## src/rtl/rqom_pkg.sv

```systemverilog
// Shared types, codes and defaults for the recursive quadrature oscillator mixer.
`default_nettype none

package rqom_pkg;

  localparam int SAMPLE_WIDTH_DEF = 16;
  localparam int FRAC_BITS_DEF    = 16;
  localparam int CFG_INDEX_W      = 3;
  localparam int STEP_W           = 4;

  // Last microcode step of each sequence
  localparam logic [STEP_W-1:0] LAST_STEP_MIX  = 4'd15;
  localparam logic [STEP_W-1:0] LAST_STEP_TONE = 4'd13;

  typedef enum logic [CFG_INDEX_W-1:0] {
    REG_COS_STEP  = 3'd0,
    REG_SIN_STEP  = 3'd1,
    REG_AMPLITUDE = 3'd2,
    REG_TEST_MODE = 3'd3,
    REG_REAL_ONLY = 3'd4,
    REG_BYPASS    = 3'd5
  } cfg_reg_t;

  typedef enum logic [1:0] {
    ST_IDLE,
    ST_RUN,
    ST_BYPASS,
    ST_DONE
  } ctrl_state_t;

  typedef enum logic [3:0] {
    OPA_PR,
    OPA_PI,
    OPA_SMP_A,
    OPA_SMP_B,
    OPA_GAIN,
    OPA_MIX_RE,
    OPA_MIX_IM,
    OPA_OSC_RE,
    OPA_OSC_IM
  } opa_sel_t;

  typedef enum logic [2:0] {
    OPB_CS,
    OPB_SN,
    OPB_PR,
    OPB_PI,
    OPB_OSC_RE,
    OPB_OSC_IM,
    OPB_AMP
  } opb_sel_t;

  typedef enum logic [1:0] {
    ACC_HOLD,
    ACC_LOAD,
    ACC_ADD,
    ACC_SUB
  } acc_op_t;

  typedef enum logic [1:0] {
    RSRC_ACC,
    RSRC_MIX_RE,
    RSRC_MIX_IM
  } rnd_src_t;

  typedef enum logic {
    RSH_FRAC,
    RSH_TONE
  } rnd_shift_t;

  typedef enum logic [1:0] {
    LIM_NONE,
    LIM_PHASOR,
    LIM_MIX,
    LIM_OUT
  } rnd_lim_t;

  typedef enum logic [3:0] {
    DST_NONE,
    DST_OSC_RE,
    DST_OSC_IM,
    DST_GAIN,
    DST_MIX_RE,
    DST_MIX_IM,
    DST_PR,
    DST_PI,
    DST_RES_RE,
    DST_RES_IM
  } rnd_dst_t;

  typedef struct packed {
    opa_sel_t   opa;
    opb_sel_t   opb;
    acc_op_t    acc_op;
    rnd_src_t   rnd_src;
    rnd_shift_t rnd_shift;
    rnd_lim_t   rnd_lim;
    rnd_dst_t   rnd_dst;
    logic       capture;
    logic       load_bypass;
    logic       push;
  } dp_cmd_t;

  typedef struct packed {
    logic bypass;
    logic test_mode;
    logic out_free;
  } dp_status_t;

endpackage

`default_nettype wire

```

## src/rtl/rqom_ctrl.sv

```systemverilog
// Sequencer that steps the shared multiply-accumulate datapath through one sample.
`default_nettype none

module rqom_ctrl
  import rqom_pkg::*;
(
  input  logic       clk,
  input  logic       rst,
  input  logic       in_valid,
  output logic       in_stall,
  input  dp_status_t status,
  output dp_cmd_t    cmd
);

  ctrl_state_t       state, state_next;
  logic [STEP_W-1:0] step, step_next;
  logic [STEP_W-1:0] last_step;

  always_ff @(posedge clk) begin
    if (rst) begin
      state <= ST_IDLE;
      step  <= '0;
    end else begin
      state <= state_next;
      step  <= step_next;
    end
  end

  assign last_step = status.test_mode ? LAST_STEP_TONE : LAST_STEP_MIX;
  assign in_stall  = (state != ST_IDLE);

  always_comb begin
    state_next      = state;
    step_next       = step;
    cmd.opa         = OPA_PR;
    cmd.opb         = OPB_CS;
    cmd.acc_op      = ACC_HOLD;
    cmd.rnd_src     = RSRC_ACC;
    cmd.rnd_shift   = RSH_FRAC;
    cmd.rnd_lim     = LIM_NONE;
    cmd.rnd_dst     = DST_NONE;
    cmd.capture     = 1'b0;
    cmd.load_bypass = 1'b0;
    cmd.push        = 1'b0;

    unique case (state)
      ST_IDLE: begin
        step_next = '0;
        if (in_valid) begin
          cmd.capture = 1'b1;
          state_next  = status.bypass ? ST_BYPASS : ST_RUN;
        end
      end

      ST_BYPASS: begin
        cmd.load_bypass = 1'b1;
        state_next      = ST_DONE;
      end

      ST_RUN: begin
        step_next = step + 1'b1;
        if (step == last_step) begin
          state_next = ST_DONE;
        end
        // Rotation and magnitude share steps 0..5 in both sequences
        if (!status.test_mode) begin
          unique case (step)
            4'd0: begin
              cmd.opa = OPA_PR; cmd.opb = OPB_CS;
            end
            4'd1: begin
              cmd.opa = OPA_PI; cmd.opb = OPB_SN; cmd.acc_op = ACC_LOAD;
            end
            4'd2: begin
              cmd.opa = OPA_PI; cmd.opb = OPB_CS; cmd.acc_op = ACC_SUB;
            end
            4'd3: begin
              cmd.opa = OPA_PR; cmd.opb = OPB_SN; cmd.acc_op = ACC_LOAD;
              cmd.rnd_dst = DST_OSC_RE; cmd.rnd_lim = LIM_PHASOR;
            end
            4'd4: begin
              cmd.opa = OPA_PR; cmd.opb = OPB_PR; cmd.acc_op = ACC_ADD;
            end
            4'd5: begin
              cmd.opa = OPA_PI; cmd.opb = OPB_PI; cmd.acc_op = ACC_LOAD;
              cmd.rnd_dst = DST_OSC_IM; cmd.rnd_lim = LIM_PHASOR;
            end
            4'd6: begin
              cmd.opa = OPA_SMP_A; cmd.opb = OPB_OSC_RE; cmd.acc_op = ACC_ADD;
            end
            4'd7: begin
              cmd.opa = OPA_SMP_B; cmd.opb = OPB_OSC_IM; cmd.acc_op = ACC_LOAD;
              cmd.rnd_dst = DST_GAIN;
            end
            4'd8: begin
              cmd.opa = OPA_SMP_A; cmd.opb = OPB_OSC_IM; cmd.acc_op = ACC_SUB;
            end
            4'd9: begin
              cmd.opa = OPA_SMP_B; cmd.opb = OPB_OSC_RE; cmd.acc_op = ACC_LOAD;
              cmd.rnd_dst = DST_MIX_RE; cmd.rnd_lim = LIM_MIX;
            end
            4'd10: begin
              cmd.opa = OPA_GAIN; cmd.opb = OPB_OSC_RE; cmd.acc_op = ACC_ADD;
            end
            4'd11: begin
              cmd.opa = OPA_GAIN; cmd.opb = OPB_OSC_IM; cmd.acc_op = ACC_LOAD;
              cmd.rnd_dst = DST_MIX_IM; cmd.rnd_lim = LIM_MIX;
            end
            4'd12: begin
              cmd.opa = OPA_MIX_RE; cmd.opb = OPB_AMP; cmd.acc_op = ACC_LOAD;
              cmd.rnd_dst = DST_PR; cmd.rnd_lim = LIM_PHASOR;
            end
            4'd13: begin
              cmd.opa = OPA_MIX_IM; cmd.opb = OPB_AMP; cmd.acc_op = ACC_LOAD;
              cmd.rnd_dst = DST_PI; cmd.rnd_lim = LIM_PHASOR;
            end
            4'd14: begin
              cmd.acc_op = ACC_LOAD;
              cmd.rnd_dst = DST_RES_RE; cmd.rnd_lim = LIM_OUT;
            end
            default: begin
              cmd.rnd_dst = DST_RES_IM; cmd.rnd_lim = LIM_OUT;
            end
          endcase
        end else begin
          unique case (step)
            4'd0: begin
              cmd.opa = OPA_PR; cmd.opb = OPB_CS;
            end
            4'd1: begin
              cmd.opa = OPA_PI; cmd.opb = OPB_SN; cmd.acc_op = ACC_LOAD;
            end
            4'd2: begin
              cmd.opa = OPA_PI; cmd.opb = OPB_CS; cmd.acc_op = ACC_SUB;
            end
            4'd3: begin
              cmd.opa = OPA_PR; cmd.opb = OPB_SN; cmd.acc_op = ACC_LOAD;
              cmd.rnd_dst = DST_OSC_RE; cmd.rnd_lim = LIM_PHASOR;
            end
            4'd4: begin
              cmd.opa = OPA_PR; cmd.opb = OPB_PR; cmd.acc_op = ACC_ADD;
            end
            4'd5: begin
              cmd.opa = OPA_PI; cmd.opb = OPB_PI; cmd.acc_op = ACC_LOAD;
              cmd.rnd_dst = DST_OSC_IM; cmd.rnd_lim = LIM_PHASOR;
            end
            4'd6: begin
              cmd.opa = OPA_OSC_RE; cmd.opb = OPB_AMP; cmd.acc_op = ACC_ADD;
            end
            4'd7: begin
              cmd.opa = OPA_OSC_IM; cmd.opb = OPB_AMP; cmd.acc_op = ACC_LOAD;
              cmd.rnd_dst = DST_GAIN;
            end
            // Tone values park in the mix registers until the final scaling
            4'd8: begin
              cmd.opa = OPA_GAIN; cmd.opb = OPB_OSC_RE; cmd.acc_op = ACC_LOAD;
              cmd.rnd_dst = DST_MIX_RE;
            end
            4'd9: begin
              cmd.opa = OPA_GAIN; cmd.opb = OPB_OSC_IM; cmd.acc_op = ACC_LOAD;
              cmd.rnd_dst = DST_MIX_IM;
            end
            4'd10: begin
              cmd.acc_op = ACC_LOAD;
              cmd.rnd_dst = DST_PR; cmd.rnd_lim = LIM_PHASOR;
            end
            4'd11: begin
              cmd.rnd_dst = DST_PI; cmd.rnd_lim = LIM_PHASOR;
            end
            4'd12: begin
              cmd.rnd_src = RSRC_MIX_RE; cmd.rnd_shift = RSH_TONE;
              cmd.rnd_dst = DST_RES_RE; cmd.rnd_lim = LIM_OUT;
            end
            default: begin
              cmd.rnd_src = RSRC_MIX_IM; cmd.rnd_shift = RSH_TONE;
              cmd.rnd_dst = DST_RES_IM; cmd.rnd_lim = LIM_OUT;
            end
          endcase
        end
      end

      ST_DONE: begin
        // Hold the result until the output register is free
        if (status.out_free) begin
          cmd.push   = 1'b1;
          state_next = ST_IDLE;
        end
      end

      default: begin
        state_next = ST_IDLE;
      end
    endcase
  end

endmodule

`default_nettype wire

```

## src/rtl/rqom_datapath.sv

```systemverilog
// Shared multiplier, accumulator, rounding unit, oscillator state and output register.
`default_nettype none

module rqom_datapath
  import rqom_pkg::*;
#(
  parameter int SAMPLE_WIDTH = SAMPLE_WIDTH_DEF,
  parameter int FRAC_BITS    = FRAC_BITS_DEF
) (
  input  logic                           clk,
  input  logic                           rst,
  input  dp_cmd_t                        cmd,
  output dp_status_t                     status,
  input  logic                           cfg_write,
  input  logic [CFG_INDEX_W-1:0]         cfg_index,
  input  logic [FRAC_BITS+1:0]           cfg_data,
  input  logic signed [SAMPLE_WIDTH-1:0] in_re,
  input  logic signed [SAMPLE_WIDTH-1:0] in_im,
  output logic                           out_valid,
  input  logic                           out_stall,
  output logic signed [SAMPLE_WIDTH-1:0] out_re,
  output logic signed [SAMPLE_WIDTH-1:0] out_im
);

  localparam int PW    = FRAC_BITS + 2;
  localparam int AW    = FRAC_BITS + 1;
  localparam int GW    = FRAC_BITS + 5;
  localparam int MW    = (SAMPLE_WIDTH > FRAC_BITS) ? SAMPLE_WIDTH + 3 : FRAC_BITS + 3;
  localparam int OPW   = (FRAC_BITS + 5 > SAMPLE_WIDTH + 3) ? FRAC_BITS + 5 : SAMPLE_WIDTH + 3;
  localparam int PRODW = 2 * OPW;
  localparam int ACCW  = PRODW + 1;

  localparam bit TONE_UP  = (SAMPLE_WIDTH - 1 >= FRAC_BITS);
  localparam int TONE_LSH = TONE_UP ? SAMPLE_WIDTH - 1 - FRAC_BITS : 0;
  localparam int TONE_RSH = TONE_UP ? 1 : FRAC_BITS - SAMPLE_WIDTH + 1;

  localparam longint GAIN_K_L = ((longint'(195) <<< FRAC_BITS) + 50) / 100;
  localparam logic signed [GW-1:0] GAIN_K = GW'(GAIN_K_L);

  localparam logic signed [PW-1:0] ONE_S = PW'(longint'(1) <<< FRAC_BITS);
  localparam logic signed [PW-1:0] MONE_S = -ONE_S;
  localparam logic [AW-1:0] ONE_U = AW'(longint'(1) <<< FRAC_BITS);

  localparam logic signed [ACCW-1:0] HALF_F    = ACCW'(longint'(1) <<< (FRAC_BITS - 1));
  localparam logic signed [ACCW-1:0] HALF_F_M1 = HALF_F - ACCW'(longint'(1));
  localparam logic signed [ACCW-1:0] HALF_T    = ACCW'(longint'(1) <<< (TONE_RSH - 1));
  localparam logic signed [ACCW-1:0] HALF_T_M1 = HALF_T - ACCW'(longint'(1));

  localparam logic signed [ACCW-1:0] PH_MAX  =
    ACCW'((longint'(1) <<< (FRAC_BITS + 1)) - longint'(1));
  localparam logic signed [ACCW-1:0] MIX_MAX = ACCW'(longint'(1) <<< (SAMPLE_WIDTH + 1));
  localparam logic signed [ACCW-1:0] OUT_MAX =
    ACCW'((longint'(1) <<< (SAMPLE_WIDTH - 1)) - longint'(1));
  localparam logic signed [ACCW-1:0] OUT_MIN = ACCW'(-(longint'(1) <<< (SAMPLE_WIDTH - 1)));

  // Configuration
  logic signed [PW-1:0] cos_step, sin_step;
  logic [AW-1:0]        amplitude;
  logic                 test_mode, real_only, bypass;

  // Oscillator state and working registers
  logic signed [PW-1:0]           pr, pi;
  logic signed [PW-1:0]           osc_re, osc_im;
  logic signed [GW-1:0]           gain;
  logic signed [MW-1:0]           mix_re, mix_im;
  logic signed [SAMPLE_WIDTH-1:0] smp_a, smp_b;
  logic signed [SAMPLE_WIDTH-1:0] res_re, res_im;

  logic signed [OPW-1:0]   opa, opb;
  logic signed [PRODW-1:0] prod;
  logic signed [ACCW-1:0]  acc;

  logic signed [PW-1:0]   cfg_s, cfg_step_clamped;
  logic [AW-1:0]          cfg_amp_clamped;

  logic signed [ACCW-1:0] rin, rsum_f, rsum_t, rshifted, rclamp, lim_hi, lim_lo;
  logic                   rneg, clamp_en;
  logic                   out_free;

  // Configuration write with range clamping
  assign cfg_s            = $signed(cfg_data);
  assign cfg_step_clamped = (cfg_s > ONE_S) ? ONE_S : ((cfg_s < MONE_S) ? MONE_S : cfg_s);
  assign cfg_amp_clamped  = (cfg_data[AW-1:0] > ONE_U) ? ONE_U : cfg_data[AW-1:0];

  always_ff @(posedge clk) begin
    if (rst) begin
      cos_step  <= ONE_S;
      sin_step  <= '0;
      amplitude <= ONE_U;
      test_mode <= 1'b0;
      real_only <= 1'b0;
      bypass    <= 1'b1;
    end else if (cfg_write) begin
      unique case (cfg_reg_t'(cfg_index))
        REG_COS_STEP:  cos_step  <= cfg_step_clamped;
        REG_SIN_STEP:  sin_step  <= cfg_step_clamped;
        REG_AMPLITUDE: amplitude <= cfg_amp_clamped;
        REG_TEST_MODE: test_mode <= cfg_data[0];
        REG_REAL_ONLY: real_only <= cfg_data[0];
        REG_BYPASS:    bypass    <= cfg_data[0];
        default: ;
      endcase
    end
  end

  // Operand selection into the shared multiplier
  always_comb begin
    unique case (cmd.opa)
      OPA_PR:     opa = OPW'(pr);
      OPA_PI:     opa = OPW'(pi);
      OPA_SMP_A:  opa = OPW'(smp_a);
      OPA_SMP_B:  opa = OPW'(smp_b);
      OPA_GAIN:   opa = OPW'(gain);
      OPA_MIX_RE: opa = OPW'(mix_re);
      OPA_MIX_IM: opa = OPW'(mix_im);
      OPA_OSC_RE: opa = OPW'(osc_re);
      OPA_OSC_IM: opa = OPW'(osc_im);
      default:    opa = '0;
    endcase
    unique case (cmd.opb)
      OPB_CS:     opb = OPW'(cos_step);
      OPB_SN:     opb = OPW'(sin_step);
      OPB_PR:     opb = OPW'(pr);
      OPB_PI:     opb = OPW'(pi);
      OPB_OSC_RE: opb = OPW'(osc_re);
      OPB_OSC_IM: opb = OPW'(osc_im);
      OPB_AMP:    opb = $signed(OPW'(amplitude));
      default:    opb = '0;
    endcase
  end

  always_ff @(posedge clk) begin
    prod <= opa * opb;
    unique case (cmd.acc_op)
      ACC_HOLD: acc <= acc;
      ACC_LOAD: acc <= ACCW'(prod);
      ACC_ADD:  acc <= acc + ACCW'(prod);
      ACC_SUB:  acc <= acc - ACCW'(prod);
      default:  acc <= acc;
    endcase
  end

  // Round half away from zero: bias by half (minus one when negative), then shift
  always_comb begin
    unique case (cmd.rnd_src)
      RSRC_ACC:    rin = acc;
      RSRC_MIX_RE: rin = ACCW'(mix_re);
      RSRC_MIX_IM: rin = ACCW'(mix_im);
      default:     rin = acc;
    endcase
    rneg   = rin[ACCW-1];
    rsum_f = rin + (rneg ? HALF_F_M1 : HALF_F);
    rsum_t = rin + (rneg ? HALF_T_M1 : HALF_T);
    if (cmd.rnd_shift == RSH_FRAC) begin
      rshifted = rsum_f >>> FRAC_BITS;
    end else if (TONE_UP) begin
      rshifted = rin <<< TONE_LSH;
    end else begin
      rshifted = rsum_t >>> TONE_RSH;
    end

    clamp_en = 1'b1;
    unique case (cmd.rnd_lim)
      LIM_PHASOR: begin
        lim_hi = PH_MAX;  lim_lo = -PH_MAX;
      end
      LIM_MIX: begin
        lim_hi = MIX_MAX; lim_lo = -MIX_MAX;
      end
      LIM_OUT: begin
        lim_hi = OUT_MAX; lim_lo = OUT_MIN;
      end
      default: begin
        lim_hi = OUT_MAX; lim_lo = OUT_MIN; clamp_en = 1'b0;
      end
    endcase
    priority if (clamp_en && (rshifted > lim_hi)) begin
      rclamp = lim_hi;
    end else if (clamp_en && (rshifted < lim_lo)) begin
      rclamp = lim_lo;
    end else begin
      rclamp = rshifted;
    end
  end

  always_ff @(posedge clk) begin
    if (rst) begin
      pr <= ONE_S;
      pi <= '0;
    end else begin
      unique case (cmd.rnd_dst)
        DST_PR:  pr <= $signed(rclamp[PW-1:0]);
        DST_PI:  pi <= $signed(rclamp[PW-1:0]);
        default: ;
      endcase
    end
  end

  always_ff @(posedge clk) begin
    if (cmd.capture) begin
      smp_a <= in_re;
      smp_b <= real_only ? '0 : in_im;
    end
    if (cmd.load_bypass) begin
      res_re <= smp_a;
      res_im <= smp_b;
    end
    unique case (cmd.rnd_dst)
      DST_OSC_RE: osc_re <= $signed(rclamp[PW-1:0]);
      DST_OSC_IM: osc_im <= $signed(rclamp[PW-1:0]);
      DST_GAIN:   gain   <= GAIN_K - $signed(rclamp[GW-1:0]);
      DST_MIX_RE: mix_re <= $signed(rclamp[MW-1:0]);
      DST_MIX_IM: mix_im <= $signed(rclamp[MW-1:0]);
      DST_RES_RE: res_re <= $signed(rclamp[SAMPLE_WIDTH-1:0]);
      DST_RES_IM: res_im <= $signed(rclamp[SAMPLE_WIDTH-1:0]);
      default: ;
    endcase
  end

  // Output register: the next sample can start while a result waits here
  assign out_free = !out_valid || !out_stall;

  always_ff @(posedge clk) begin
    if (rst) begin
      out_valid <= 1'b0;
    end else if (cmd.push) begin
      out_valid <= 1'b1;
    end else if (!out_stall) begin
      out_valid <= 1'b0;
    end
  end

  always_ff @(posedge clk) begin
    if (cmd.push) begin
      out_re <= res_re;
      out_im <= real_only ? '0 : res_im;
    end
  end

  assign status.bypass    = bypass;
  assign status.test_mode = test_mode;
  assign status.out_free  = out_free;

endmodule

`default_nettype wire

```

## src/rtl/recursive_quadrature_oscillator_mixer_core.sv

```systemverilog
// Recursive quadrature oscillator with gain correction and I/Q mixer, top level.
// In mix and tone mode the microcode sequence steps each sample through the one shared
// multiplier and its accumulator, one product per cycle; bypass skips it. out_valid rises when
// the result is pushed into the output register, and the next sample is accepted after that push.
// Reset (synchronous, rst high): cos_step one, sin_step zero, amplitude one, bypass on,
// phasor at one, output register empty.
`default_nettype none

module recursive_quadrature_oscillator_mixer_core
  import rqom_pkg::*;
#(
  parameter int SAMPLE_WIDTH = SAMPLE_WIDTH_DEF,
  parameter int FRAC_BITS    = FRAC_BITS_DEF
) (
  input  logic                           clk,
  input  logic                           rst,
  input  logic                           cfg_write,
  input  logic [CFG_INDEX_W-1:0]         cfg_index,
  input  logic [FRAC_BITS+1:0]           cfg_data,
  input  logic                           in_valid,
  output logic                           in_stall,
  input  logic signed [SAMPLE_WIDTH-1:0] in_re,
  input  logic signed [SAMPLE_WIDTH-1:0] in_im,
  output logic                           out_valid,
  input  logic                           out_stall,
  output logic signed [SAMPLE_WIDTH-1:0] out_re,
  output logic signed [SAMPLE_WIDTH-1:0] out_im
);

  dp_cmd_t    cmd;
  dp_status_t status;

  rqom_ctrl u_ctrl (
    .clk      (clk),
    .rst      (rst),
    .in_valid (in_valid),
    .in_stall (in_stall),
    .status   (status),
    .cmd      (cmd)
  );

  rqom_datapath #(
    .SAMPLE_WIDTH (SAMPLE_WIDTH),
    .FRAC_BITS    (FRAC_BITS)
  ) u_datapath (
    .clk       (clk),
    .rst       (rst),
    .cmd       (cmd),
    .status    (status),
    .cfg_write (cfg_write),
    .cfg_index (cfg_index),
    .cfg_data  (cfg_data),
    .in_re     (in_re),
    .in_im     (in_im),
    .out_valid (out_valid),
    .out_stall (out_stall),
    .out_re    (out_re),
    .out_im    (out_im)
  );

endmodule

`default_nettype wire

```

## config.mk

```make
export PLATFORM = sky130hd
export DESIGN_NAME = recursive_quadrature_oscillator_mixer_core
export DESIGN_NICKNAME = d
export VERILOG_FILES = /design/src/rtl/rqom_pkg.sv /design/src/rtl/rqom_ctrl.sv /design/src/rtl/rqom_datapath.sv /design/src/rtl/recursive_quadrature_oscillator_mixer_core.sv
export SDC_FILE = /design/constraint.sdc
export NUM_CORES = 2
export LEC_CHECK = 0
export ABC_AREA = 1
export BUFFER_PORTS_ARGS = -buffer_cell sky130_fd_sc_hd__buf_4
export CAP_MARGIN = 20
export CELL_PAD_IN_SITES_DETAIL_PLACEMENT = 0
export CELL_PAD_IN_SITES_GLOBAL_PLACEMENT = 2
export CORE_MARGIN = 2
export CORE_UTILIZATION = 30
export CTS_CLUSTER_DIAMETER = 150
export DETAILED_ROUTE_END_ITERATION = 10
export HOLD_SLACK_MARGIN = 0.15
export PLACE_DENSITY = 0.68
export SYNTH_ARGS = -nofsm -noshare
export SYNTH_HDL_FRONTEND = slang
export SYNTH_HIERARCHICAL = 1
export SYNTH_SLANG_ARGS = --single-unit
```

## constraint.sdc

```tcl
create_clock -name clk -period 9 [get_ports clk]
set_input_delay 1.8 -clock clk [delete_from_list [all_inputs] [get_ports clk]]
set_output_delay 1.8 -clock clk [all_outputs]
set_load 0.02 [all_outputs]
```

# Yosys cells after proc, flatten, opt, wreduce, memory -nomap -nowiden
# Cells that the tools add are included.
dict set report classes {
  add_sub_neg 6
  multipliers 1
  n_lt_le_gt_ge 5
  eq_ne 58
  muxes 46
  reduce_logical 36
}
# op n
set op_table {}
lappend op_table {{$pmux W21 S9} 1}
lappend op_table {{$pmux W21 S7} 1}
lappend op_table {{$pmux W43 S3} 1}
lappend op_table {{$add A43 B43 Y43} 2}
lappend op_table {{$pmux W43 S2} 1}
lappend op_table {{$mux W16} 5}
lappend op_table {{$pmux W6 S13} 1}
lappend op_table {{$pmux W4 S9} 2}
lappend op_table {{$pmux W7 S9} 1}
lappend op_table {{$mux W18} 3}
lappend op_table {{$eq A4 B3 Y1 const B} 12}
lappend op_table {{$add A43 B42 Y43} 1}
lappend op_table {{$gt A43 B19 Y1} 1}
lappend op_table {{$lt A43 B18 Y1} 1}
lappend op_table {{$mux W43} 1}
lappend op_table {{$sub A43 B42 Y43} 1}
lappend op_table {{$mul A21 B21 Y42} 1}
lappend op_table {{$mux W21} 2}
lappend op_table {{$eq A4 B4 Y1 const B} 10}
lappend op_table {{$pmux W18 S2} 1}
lappend op_table {{$pmux W17 S2} 1}
lappend op_table {{$eq A4 B2 Y1 const B} 6}
lappend op_table {{$sub A18 B21 Y21 const A} 1}
lappend op_table {{$gt A18 B18 Y1 const B} 1}
lappend op_table {{other kinds (40)} 94}
dict set report totals {
  reg_bits 375
  in_bits 58
  output_inout_bits 34
  wordCells 176
}

# Logic depth before layout (Yosys ltp)
dict set report logic_depth {
  word_depth 15
  mapped_depth 56
  mapped_depth_nobuf 53
}

# Cells and area by module
# Netlist, hierarchy kept.
# module n_inst cells_per_inst area_each_um2 seq_area_each_um2
set modules_own_cells {}
lappend modules_own_cells {rqom_datapath 1 5027 39759.4 9729.3}
lappend modules_own_cells {rqom_ctrl 1 181 953.4 120.1}

# Least setup slack after synthesis
# OpenSTA, ideal clock, no wires.
dict set report synth_timing {
  path_type {reg2reg}
  from {reg u_ctrl.step[1]}
  to {reg u_datapath.prod[40]}
  setup_ps 72
  arrival_ps 9497
  setup_slack_ps -568
  stages_incl_launch_ff 45
  n_path_buf 3
  period_less_slack_ps 9568
  cell_sequence {dfxtp_1 inv_1 ha_1 clkbuf_1 o21ai_0 nand2_1 nand2_1 a21oi_1 clkbuf_1 nor3_1 clkinv_1 o22ai_1 a221oi_1 o2111ai_1 clkbuf_1 nand2_1 fa_1 inv_1 [... 9 more ...] inv_1 fa_1 inv_1 ha_1 a21oi_1 o211a_1 o31a_1 o21ai_0 a21oi_1 o21ai_0 a21oi_1 inv_1 a21boi_0 o21bai_1 a21boi_0 o21bai_1 a21oi_1 xor2_1}
}
# element line
set synth_rtl {}
lappend synth_rtl {{start: declaration} rqom_ctrl.sv:16} ;# logic [STEP_W-1:0] step, step_next;
lappend synth_rtl {{start signal: assignment} rqom_ctrl.sv:25} ;# step <= step_next;
lappend synth_rtl {{end signal: assignment} rqom_datapath.sv:133} ;# prod <= opa * opb;
lappend synth_rtl {{end: declaration} rqom_datapath.sv:70} ;# logic signed [PRODW-1:0] prod;

==> impl_metrics.py <==
metrics = {
    "status": {
        "status": "completed",
    },
    "pwr": {
        "ir_worst_vdd_uv": 123.3,
        "fin_total_pwr_mw": 6.625,
        "p_seq_share_pct": 33.5,
        "leakage_nw": 25.55,
        "swShare_pct": 37.03,
        "p_sw_mw": 2.453,
        "combPwrFrac_pct": 34.9,
        "clkPwrFrac_pct": 31.5,
        "powerDensity_mw_per_mm2": 129.1,
        "power.internal_mw": 4.172,
    },
    "layout": {
        "finalNetCount": 6493,
        "multi_input_area_sq_mm": 0.02708,
        "regArea_sq_mm": 0.009857,
        "postLayoutCellArea_sq_mm": 0.05132,
        "num-fill-cells": 14160,
        "drive_above_1_share_pct": 20.91,
        "syn2layout_area_growth_pct": 26.05,
        "n_antenna_cell": 0,
    },
    "global_routing": {
        "grt_overflow": 0,
        "grt_usage_pct": 21.75,
        "grt_pass1_wl_microns": 228300,
        "first_global_vias": 36720,
        "grt_antenna_before_repair": 4,
        "grt_max_degree": 60,
    },
    "critical_path": {
        "required_ns": 9.51,
        "crit_arrival_ns": 9.36,
        "slowest_stage": "fa_2",
        "max_stage_delay_ns": 0.62,
        "reg2reg_depth": 45,
        "crit_fanout": 8,
        "worst-setup-path-type": "flip-flop to flip-flop",
        "cp-start-kind": "flip-flop",
        "endpoint_kind": "flip-flop",
    },
    "timing": {
        "tightest_slew_ns": 1.101,
        "min_period_ns": 8.846,
        "slew_headroom_pct": 26.53,
        "max_freq_mhz": 113.0,
        "timing.final.crit_share_pct": 98.29,
        "hold_viol_final": 0,
        "slew_viol_final": 0,
        "skew_ns": 0.08492,
        "rsz0062_at_grt": "yes",
        "setup_violations": 0,
    },
    "logic_synthesis": {
        "synth_common_cells": "1166 x inv_1, 1162 x nand2_1, 458 x fa_1",
        "ys_types": 72,
        "yosysTopAreaCellShare_pct": 22.52,
        "synth_edf_count": 234,
        "ys_top_cells_by_area": "fa_1 23%, edfxtp_1 17%, inv_1 11%",
        "syn-cell-area_sq_mm": 0.04071,
        "synth.most_common_cell": "inv_1",
        "synth_top_cell_by_area": "fa_1",
        "yosysWarnings": 6,
        "async_reset_ff_share_pct": 0,
        "syn_nets": 5928,
        "synth_ff_type": "edfxtp_1",
        "ys_seq_elements": 375,
        "ys_seq_area_share_pct": 24.19,
        "synthCells": 5208,
        "syn_avg_cell_area_sq_um": 7.817,
    },
    "run": {
        "maxCapViolCount": 0,
    },
    "clock_network": {
        "clk_latency_ns": 0.66,
        "ctsHtreeMaxLevel": 2,
        "cts_tree": "built",
        "numCtsBuffers": 47,
        "root_buffer": "clkbuf_16",
        "clock_path_buffers": 3,
        "clock_sinks": 375,
        "clk_pin_slew_ns": 0.06,
        "cts_hold_buf": 0,
    },
    "drt": {
        "vias": 35830,
        "drt_drc_violations_left": 0,
        "drt_wl_total_microns": 150700,
        "ant_nets": 0,
        "via_per_inst": 4.719,
        "drt_iter0_drc": 2585,
        "wire_per_inst_microns": 19.84,
        "dr.pass1.iters": 7,
    },
    "die": {
        "initial_core_util_pct": 30.13,
        "core_sq_mm": 0.1351,
        "row_count": 135,
        "io_pins": 92,
        "fp.dieH_microns": 372.4,
        "die_x_microns": 372.4,
        "dieArea_sq_mm": 0.1387,
    },
    "placed_design": {
        "post_dp_cell_area_sq_mm": 0.04732,
        "port-buffer-count": 91,
        "hpwl_microns": 125700,
        "globalplace.congestion": 0.9419,
    },
    "hold_path": {
        "hold_depth": 0,
        "hold_path.class": "flip-flop to flip-flop",
    },
}
what timing repair did:
| action | 4_1_cts | 5_1_grt |
|---|---|---|
| resized for setup | 149 | 240 |
| pin swaps | 51 | 119 |
| setup endpoints to repair | 17 | 20 |
| hold endpoints to repair | 0 | 0 |
| cloned | 0 | 4 |
| buffers inserted | 33 | 35 |
per-stage QoR:
step	util [%]	hold slack, ns	setup TNS, ns	cells	setup WS (ns)
2_1_floorplan	-	0.4003	0	5208	0.0003029
3_3_place_gp	35.00	0.4027	-5.706	7434	-0.8359
3_5_place_dp	35.02	0.4052	-5.029	7435	-0.7563
4_1_cts	36.95	0.4164	0	7556	0.004516
5_1_grt	37.98	0.4261	-1.237	7593	-0.2642
6_report	37.98	0.4196	0	7593	0.1541
worst max-delay path: cells and delay by family (launching register included):
family | cells | cell delay (ns)
compound gates | 16 | 2.31
fa+ha+maj | 9 | 3.85
simple gates | 4 | 0.28
flops | 1 | 0.37
buf+inv | 15 | 1.69
xor+xnor | 1 | 0.16
area by class of cell:
cell class	count	share of cell area [%]
repair buffers	675	11.47
inverters	1201	8.870
flip-flops and latches	375	19.21
multi-input cells	3473	52.77
clock buffers	55	2.431
well taps	1781	4.342
clock inverters	33	0.9094
kinds of logic after synthesis:
kind of cell | Yosys count | synth area share (%)
xor gates and xnor gates | 106 | 2.280
buffers and inverters | 1360 | 12.99
DFF | 375 | 24.19
AOI/OAI and AO/OA | 736 | 10.50
adders and majority gates | 662 | 28.79
and+or+nand+nor | 1969 | 21.25
cells in the final DEF, fill, tap and decap left out, drive strengths merged, types with 63 or more instances in the layout:
cell / instances
a21oi: 252
edfxtp: 234
clkbuf: 63
dfxtp: 141
o21ai: 276
nor2: 361
nand3: 261
fa: 458
buf: 667
ha: 204
nand2: 1202
inv: 1194
xor2: 86
power groups by stage:
stage	Clock [mW]	Combinational (mW)	Sequential, mW
final	2.09	2.31	2.22
after CTS	2.13	2.26	2.22
after floorplan	0	1.37	2.20
after global placement	0	2.22	2.25
after detailed placement	0	2.22	2.25
after global routing	2.19	2.57	2.23
routing by layer:
layer	up-vias	global-route usage, %	share of wire [%]
met5	-	0	0
met4	0	3.522	1.6
met3	121	1.883	4.6
met2	739	35.58	46
met1	17590	31.61	48
li1	17380	-	-
sequential cells by signal (all words and copies together), names as in the netlist, 2 cells and up:
register              cells
u_ctrl/state              2
u_ctrl/step               4
u_datapath/acc           43
u_datapath/amplitude     17
u_datapath/cos_step      18
u_datapath/gain          21
u_datapath/mix_im        19
u_datapath/mix_re        19
u_datapath/osc_im        18
u_datapath/osc_re        18
u_datapath/out_im        16
u_datapath/out_re        16
u_datapath/pi            18
u_datapath/pr            18
u_datapath/prod          42
u_datapath/res_im        16
u_datapath/res_re        16
u_datapath/sin_step      18
u_datapath/smp_a         16
u_datapath/smp_b         16
final timing paths:
kind	start	endpoint	slack, ns
hold reg to reg	u_datapath/res_re[6]	u_datapath/out_re[6]	0.42
setup reg to reg	u_ctrl/step[0]	u_datapath/prod[40]	0.15
hold / removal	u_datapath/res_re[6]	u_datapath/out_re[6]	0.42
setup / recovery	u_ctrl/step[0]	u_datapath/prod[40]	0.15
Note: power is estimated with default switching activity, not from simulation.
